## config.mk

```make
export PLATFORM = sky130hd
export DESIGN_NAME = rlu_div_cell
export DESIGN_NICKNAME = d
export VERILOG_FILES = /design/src/rlu_div_cell.sv
export SDC_FILE = /design/constraint.sdc
export NUM_CORES = 1
export LEC_CHECK = 0
export BUFFER_PORTS_ARGS = -buffer_cell sky130_fd_sc_hd__buf_2
export CORE_AREA = 2 2 169 171
export CTS_CLUSTER_SIZE = 30
export DETAILED_ROUTE_END_ITERATION = 12
export DIE_AREA = 0 0 171 173
export PLACE_DENSITY_LB_ADDON = 0.05
export SYNTH_ARGS = -nofsm -noshare
export SYNTH_HDL_FRONTEND = slang
export SYNTH_SLANG_ARGS = --single-unit
```

## constraint.sdc

```tcl
create_clock -name clk -period 0.85 [get_ports clk]
set_input_delay 0.0425 -clock clk [delete_from_list [all_inputs] [get_ports clk]]
set_output_delay 0.0425 -clock clk [all_outputs]
set_load 0.02 [all_outputs]
```

## src/rlu_div_cell.sv

```systemverilog
// One restoring-division cell for two lanes: produces one quotient bit per lane.
// Depends on rlu_pkg only through the side type handed in by the parent.
module rlu_div_cell #(
    parameter int  DW  = 20,
    parameter int  AW  = 45,
    parameter int  QW  = 23,
    parameter int  BIT = 0,
    parameter type side_t = logic
) (
    input  logic                   clk,
    input  logic                   rst_n,
    input  logic                   en,
    input  logic                   valid_i,
    input  side_t                  side_i,
    input  logic [1:0][AW-1:0]     num_i,
    input  logic [1:0][DW-1:0]     den_i,
    input  logic [1:0][DW-1:0]     rem_i,
    input  logic [1:0][QW-1:0]     quo_i,
    output logic                   valid_o,
    output side_t                  side_o,
    output logic [1:0][AW-1:0]     num_o,
    output logic [1:0][DW-1:0]     den_o,
    output logic [1:0][DW-1:0]     rem_o,
    output logic [1:0][QW-1:0]     quo_o
);

    logic               valid_reg;
    side_t              side_reg;
    logic [1:0][AW-1:0] num_reg;
    logic [1:0][DW-1:0] den_reg;
    logic [1:0][DW-1:0] rem_reg;
    logic [1:0][DW-1:0] rem_next;
    logic [1:0][QW-1:0] quo_reg;
    logic [1:0][QW-1:0] quo_next;

    always_comb
    begin
        for (int l = 0; l < 2; l++)
        begin
            logic [DW:0] r;
            logic        ge;
            r  = {rem_i[l], num_i[l][BIT]};
            ge = (r >= {1'b0, den_i[l]});
            rem_next[l] = ge ? DW'(r - {1'b0, den_i[l]}) : r[DW-1:0];
            quo_next[l] = quo_i[l] | (QW'(ge) << BIT);
        end
    end

    always_ff @(posedge clk or negedge rst_n)
    begin
        if (!rst_n)
            valid_reg <= 1'b0;
        else if (en)
            valid_reg <= valid_i;
    end

    always_ff @(posedge clk)
    begin
        if (en)
        begin
            side_reg <= side_i;
            num_reg  <= num_i;
            den_reg  <= den_i;
            rem_reg  <= rem_next;
            quo_reg  <= quo_next;
        end
    end

    assign valid_o = valid_reg;
    assign side_o  = side_reg;
    assign num_o   = num_reg;
    assign den_o   = den_reg;
    assign rem_o   = rem_reg;
    assign quo_o   = quo_reg;

endmodule

```

# After elaboration in Yosys (flattened, before gate mapping)
# Index checks and enable logic that the tools add are counted.
[word_totals] register_bits=218 output_inout_bits=218 input_bits=221 wordCells=18
[op_classes] order_cmp=2 muxes=2 add_sub_neg=2 bitwise_logic=2
[ops] operator="23-bit by 1-bit OR with 23-bit output" n=2
[ops] operator="21-bit by 20-bit >= comparator with 1-bit output" n=2
[ops] operator="20-bit two-way mux" n=2
[ops] operator="20-bit subtractor" n=2

# Depth between registers and ports, before layout
# Gate-level depths: netlist of the first run.
[depth] ltp_word=2 depth_mapped=11 depth_no_buf=10

# Worst setup path after synthesis of the first run
# No wires, ideal clock.
[synth_timing] path_kind="input to register" from="in num_i[45] in the netlist's numbering" to="reg rem_reg (netlist bit rem_o[36]) (data pin)" required_ns=0.590 path_slack_ns=-1.477 n_path_buf=0 path_stages=10 arrival_ns=2.066 path_cell_list="inv_1 -> ha_1 -> inv_1 -> fa_1 -> a21o_1 -> a221oi_2 -> o21ai_2 -> o31a_1 -> xor2_1 -> mux2_4"
[synth_lines] element="start: declaration" line_no="15" text="input logic [1:0][AW-1:0] num_i,"
[synth_lines] element="end signal: assignment" line_no="64" text="rem_reg <= rem_next;"
[synth_lines] element="end: declaration" line_no="31" text="logic [1:0][DW-1:0] rem_reg;"

==> results of run 1 <==
==> state kept, by name (all words and copies together), names as in the netlist <==
name and count:
num_o 90, quo_o 46, den_o 40, rem_o 40, side_o 1, valid_o 1
==> per-layer routing <==
metal / GRT usage / up-vias / wire length, µm
li1: - / 4224 / -
met1: 0.2596 / 4232 / 14210
met2: 0.3947 / 366 / 18440
met3: 0.05585 / 83 / 2594
met4: 0.08510 / 0 / 1356
met5: 0 / - / 0
==> kinds of logic (layout without fill, tap and decap cells) <==
kind of cell / after synthesis / count (layout) / share of synthesized area
buffers and inverters: 61 / 960 / 0.02723
DFF: 218 / 218 / 0.6844
other: 0 / 5 / 0
xor gates and xnor gates: 24 / 24 / 0.02199
AOI/OAI and AO/OA: 136 / 136 / 0.09530
muxes: 45 / 45 / 0.05590
adders and majority gates: 42 / 42 / 0.05655
and+or+nand+nor: 111 / 111 / 0.05865
==> final cells by class <==
type                    count  area share
clock buffers              29     0.03341
flip-flops and latches    218      0.3411
inverters                  48     0.01370
diodes                      5   0.0006524
well taps                 378     0.02466
multi-input cells         358      0.1844
clock inverters            16    0.009460
repair buffers            867      0.3926
==> worst paths after layout <==
path                                start        end  slack (ps)  depth (start not counted)
worst max-delay path            num_i[45]  rem_o[36]        -920                         11
worst min-delay path                   en  quo_o[15]           9                          2
worst max register to register    valid_o    valid_o          90                          1
worst min register to register    valid_o    valid_o         540                          1
max in group asynchronous           rst_n    valid_o         320                          3
min in group asynchronous           rst_n    valid_o         420                          3
==> power by group through the flow <==
stage	clock [mW]	sequential (mW)	combinational (mW)
6_report	11.0	13.6	10.0
5_1_grt	11.7	13.6	10.6
4_1_cts	11.1	13.4	9.30
3_5_place_dp	0	13.5	7.51
3_3_place_gp	0	13.5	7.49
2_1_floorplan	0	14.9	2.70
==> worst max-delay path, stage by stage <==
cell      delay [ps]
buf_12           110
inv_12            40
ha_4             120
inv_2             30
fa_2             330
a21o_1           200
a221oi_4         310
o21ai_4          110
o31a_1           340
xor2_1           140
mux2_4           250
==> timing repair <==
action	CTS	global route
buffers inserted	22	15
gates cloned	2	0
endpoints found under the setup margin	260	418
hold buffers	223	1
gates resized for setup	245	260
pin swaps	33	43
endpoints found under the hold margin	225	8
==> stage by stage <==
step	total power [mW]	worst slack, ps
2_1_floorplan	17.58	-1286
3_3_place_gp	20.96	-1529
6_report	34.50	-915.0
3_5_place_dp	21.00	-1553
5_1_grt	35.87	-989.3
4_1_cts	33.82	-943.5
==> cell usage in the layout, fill, tap and decap left out, drive strengths merged, types with 3 or more instances in the layout <==
cell / count
mux2: 37
nand4: 6
a21o: 18
xnor2: 15
clkbuf: 30
o211ai: 6
o21a: 4
a211oi: 8
nor4: 3
mux2i: 8
nand2b: 5
nor2: 22
edfxtp: 217
and4: 3
inv: 48
o21ai: 24
ha: 40
diode: 5
nor3: 6
buf: 643
and2: 4
nand2: 29
nor2b: 7
nand3: 11
a211o: 5
o31ai: 3
xor2: 9
a21oi: 45
and3: 11
bufinv: 4
a32o: 3
clkinv: 10
a31oi: 3
dlygate4sd3: 222
==> flow_summary.ini, run 1 <==
[timing]
setup_viol = 260
final.setup.tns_ps = -85620
fmax_ghz = 0.5666
setup_slack_ps = -915.0
slew_violations = 0
final.setup_skew_ps = 0
maxSlewHeadroom = 0.7227
hold_viol_final = 0
fin_hold_ws_ps = 8.910
min_period_over_period = 2.076
rsz0062_at_grt = yes
period_minus_slack_ps = 1765
worstMarginPinSlew_ps = 411.5

[clock_tree]
path_clk_slew_ps = 60
clk-insertion-delay-late_ps = 510
cts-root-buf = clkbuf_16
cts_buffers = 25
cts.sinks = 218
clock_path_buffers = 3
htreeDepth = 1
tritoncts = yes

[power]
intPower_mw = 25.14
vdd_ir_drop_max_mv = 1.302
power.switching_mw = 9.359
leakage_nw = 8.358
p_per_area_nw_per_um2 = 1799
swShare = 0.2713
pwr-share-clk = 0.317
seqPwrFrac = 0.393
power_frac_comb = 0.290

[cells_and_area]
num-nets-final = 1781
multiInputGateArea_um2 = 3537
final_layout_size_suffix_gt1_frac = 0.5384
syn_to_final_growth_pct = 100.6
fin_util = 0.6941
fill_cells = 1959
design_area_um2 = 19180
fin_cells = 1919
regArea_um2 = 6541

[drt]
dr.pass1.iters = 7
via_per_inst = 4.640
vias = 8905
drc = 0
drt_iter0_markers = 480
ant_nets = 0
routedWlPerCell_um = 19.07
routed_wl_um = 36600

[synth]
async_reset_ff_frac = 0.004587
ys_warn_count = 0
synth_area_leader_cell = edfxtp_1
synth.distinct_cells = 56
synth_common_cells = edfxtp_1 (217), inv_1 (48), a21oi_1 (43), ha_1 (40), nand2_1 (28)
synthCells = 637
syn_area_per_cell_um2 = 15.00
ys_seq_elements = 218
synth_top_area_share = 0.6818
synthTopCellsByArea = edfxtp_1 (68%), ha_1 (5.2%), mux2_2 (3.1%)
post-synth-top-count-cell = edfxtp_1
syn_area_um2 = 9558
syn_nets = 900
synthFlopType = edfxtp_1
synth_edf_count = 217
seq_area_frac_synth = 0.6844

[floorplan]
ioPinCount = 439
die_w_um = 171
fp.dieH_um = 173
rows = 61
die-area_um2 = 29580
coreArea_um2 = 27630
start_util = 0.3459

[flow_run]
cap_viol_max_count = 0

[placed_design]
dpl-instance-area_um2 = 14180
place_congestion = 0.8255
port_buffers = 438
dp.cells = 1611
dp_hpwl_um = 24910

[global_route]
first_global_vias = 9240
antenna_found_initial = 5
grt_overflow_total = 0
grt_pass1_wl_um = 51290
grt_usage = 0.2237
grt_max_degree = 53

[setup_path]
worst_setup_path_end_kind = flip-flop
crit_type = primary input to flip-flop
arrival_ps = 2030
start_kind = primary input
worstPathMaxFanout = 3
worstPathRequired_ps = 1120

[hold_path]
hp-class = primary input to flip-flop

[run_status]
status = complete, but fails checks
failed_checks = negative setup slack
Note: power is estimated with default switching activity, not from simulation.
==> inputs of run 2 (changes only) <==
Settings changed: CORE_AREA 2 2 169 171 to 2 2 170 172, DIE_AREA 0 0 171 173 to 0 0 172 174.
==> run 2 against run 1 <==
- the flow finishes with violations (negative hold slack, negative setup slack)
- global-route usage is essentially flat
- largest power group unchanged
- clock skew did not move
- worst setup slack better by 37 ps
- largest cell class unchanged
- die area rose by 1.2%
- critical endpoint unchanged
- sequential power hardly changed
- sequential share of layout area grew 0.14 points
- sequential cell count unchanged
- final area decreased by 0.40%
==> flow_summary.ini, run 2 (same netlist as run 1, synthesis figures left out) <==
[timing]
rsz0062_at_grt = yes
setup_viol = 260
fin_hold_ws_ps = -108.2
final.setup_skew_ps = 0
slew_violations = 0
maxSlewHeadroom = 0.6929
setup_slack_ps = -877.7
fmax_ghz = 0.5788
worstMarginPinSlew_ps = 458.7
min_period_over_period = 2.033
period_minus_slack_ps = 1728
hold_viol_final = 1

[cells_and_area]
layout_commonest_cell = buf_2
layout.cells.most_common_list = buf_2 (235), dlygate4sd3_1 (223), edfxtp_1 (217), buf_6 (204), buf_4 (157)
fin_cells = 1903
num-nets-final = 1759
final_layout_size_suffix_gt1_frac = 0.5396
largest_reg_flops = 90
design_area_um2 = 19100
syn_to_final_growth_pct = 99.84

[floorplan]
rows = 62
fp.dieH_um = 174
die-area_um2 = 29930
ioPinCount = 439
coreArea_um2 = 28240
start_util = 0.3385
die_w_um = 172

[drt]
via_per_inst = 4.616
drt_iter0_markers = 388
drc = 0
ant_nets = 0
dr.pass1.iters = 5
vias = 8785
routedWlPerCell_um = 19.03
routed_wl_um = 36220

[power]
p_per_area_nw_per_um2 = 1787
leakage_nw = 8.255
total_power_mw = 34.12
vdd_ir_drop_max_mv = 1.737

[global_route]
grt_pass1_wl_um = 51490
first_global_vias = 9214
grt_overflow_total = 0
antenna_found_initial = 5
grt_max_degree = 46
grt_usage = 0.2232

[clock_tree]
clock_path_buffers = 3
cts.sinks = 218
htreeDepth = 1
clk-insertion-delay-late_ps = 520
cts-root-buf = clkbuf_16
cts_buffers = 26
tritoncts = yes
path_clk_slew_ps = 50

[hold_path]
hp-class = primary input to flip-flop
worstHoldPathCells = 2

[setup_path]
worstPathRequired_ps = 1130
start_kind = primary input
path_cells = buf_12, inv_12, ha_4, inv_2, fa_2, a21o_1, a221oi_4, o21ai_2, o31a_1, xor2_1, mux2_4
r2r_cells = 1
cp_top_family = compound AO/OA/AOI/OAI gates
path_depth = 11
cp_slowest_cell = fa_2
path_buf_inv = 3
crit_type = primary input to flip-flop
worst_setup_path_end_kind = flip-flop
arrival_ps = 2000
cpPeakStageDelay_ps = 330
worstPathMaxFanout = 3

[run_status]
failed_checks = negative hold slack, negative setup slack
status = complete, but fails checks

[placed_design]
dp_hpwl_um = 23870
place_congestion = 0.8262
port_buffers = 438
dpl-instance-area_um2 = 14120
dp.cells = 1603
dp_slack_ps = -1519

[flow_run]
cap_viol_max_count = 0
## run 2: cell types whose count changed in the layout (fill, tap and decap cells not counted), moves of 3 or more
cell and change:
buf_4 -32, buf_2 +7, a21oi_2 -6, inv_2 +6, inv_1 -5, ha_1 -4, ha_4 +4, a21oi_1 +3
a21oi_4 +3
## run 2: routing by layer
layer,wire length [µm],vias up,track usage
li1,-,4167,-
met1,13440,4167,0.2517
met2,18200,364,0.3822
met3,2939,87,0.07036
met4,1631,0,0.1050
met5,0,-,0
## run 2: layout make-up
| type | count | area (µm²) |
|---|---|---|
| antenna | 5 | 12.51 |
| clock buffer | 30 | 665.6 |
| clock inverter | 16 | 137.6 |
| fill | 2075 | 9136 |
| inverter | 48 | 260.3 |
| multi-input combinational | 358 | 3650 |
| sequential | 218 | 6541 |
| tap | 384 | 480.5 |
| timing repair buffer | 844 | 7353 |
## run 2: worst paths after layout
kind | start | end | slack (ps)
setup / recovery | num_i[45] | rem_o[36] | -880
hold / removal | rem_i[20] | rem_o[21] | -110
setup reg to reg | valid_o | valid_o | 60
hold reg to reg | valid_o | valid_o | 570
max in group asynchronous | rst_n | valid_o | 360
min in group asynchronous | rst_n | valid_o | 380
## run 2: metrics by stage
stage	setup TNS (ps)	utilization
detailed placement	-58720	0.5000
CTS	-99900	0.6386
global placement	-57780	0.5000
global route	-97200	0.6764
finish	-84880	0.6764
floorplan	-46140	-
## run 2: power breakdown
group          internal [mW]  switching (mW)  total (mW)
sequential              13.1           0.473        13.5
clock                   6.19            4.38        10.6
combinational           5.49            4.52        10.0
total                   24.8            9.37        34.1
## run 2: repair_timing
item,in CTS,in global routing
buffers inserted,17,11
gates resized for setup,244,274
endpoints found under the setup margin,260,311
hold buffers,213,11
hold endpoints to repair,222,9
cloned,2,0
pin swaps,39,39
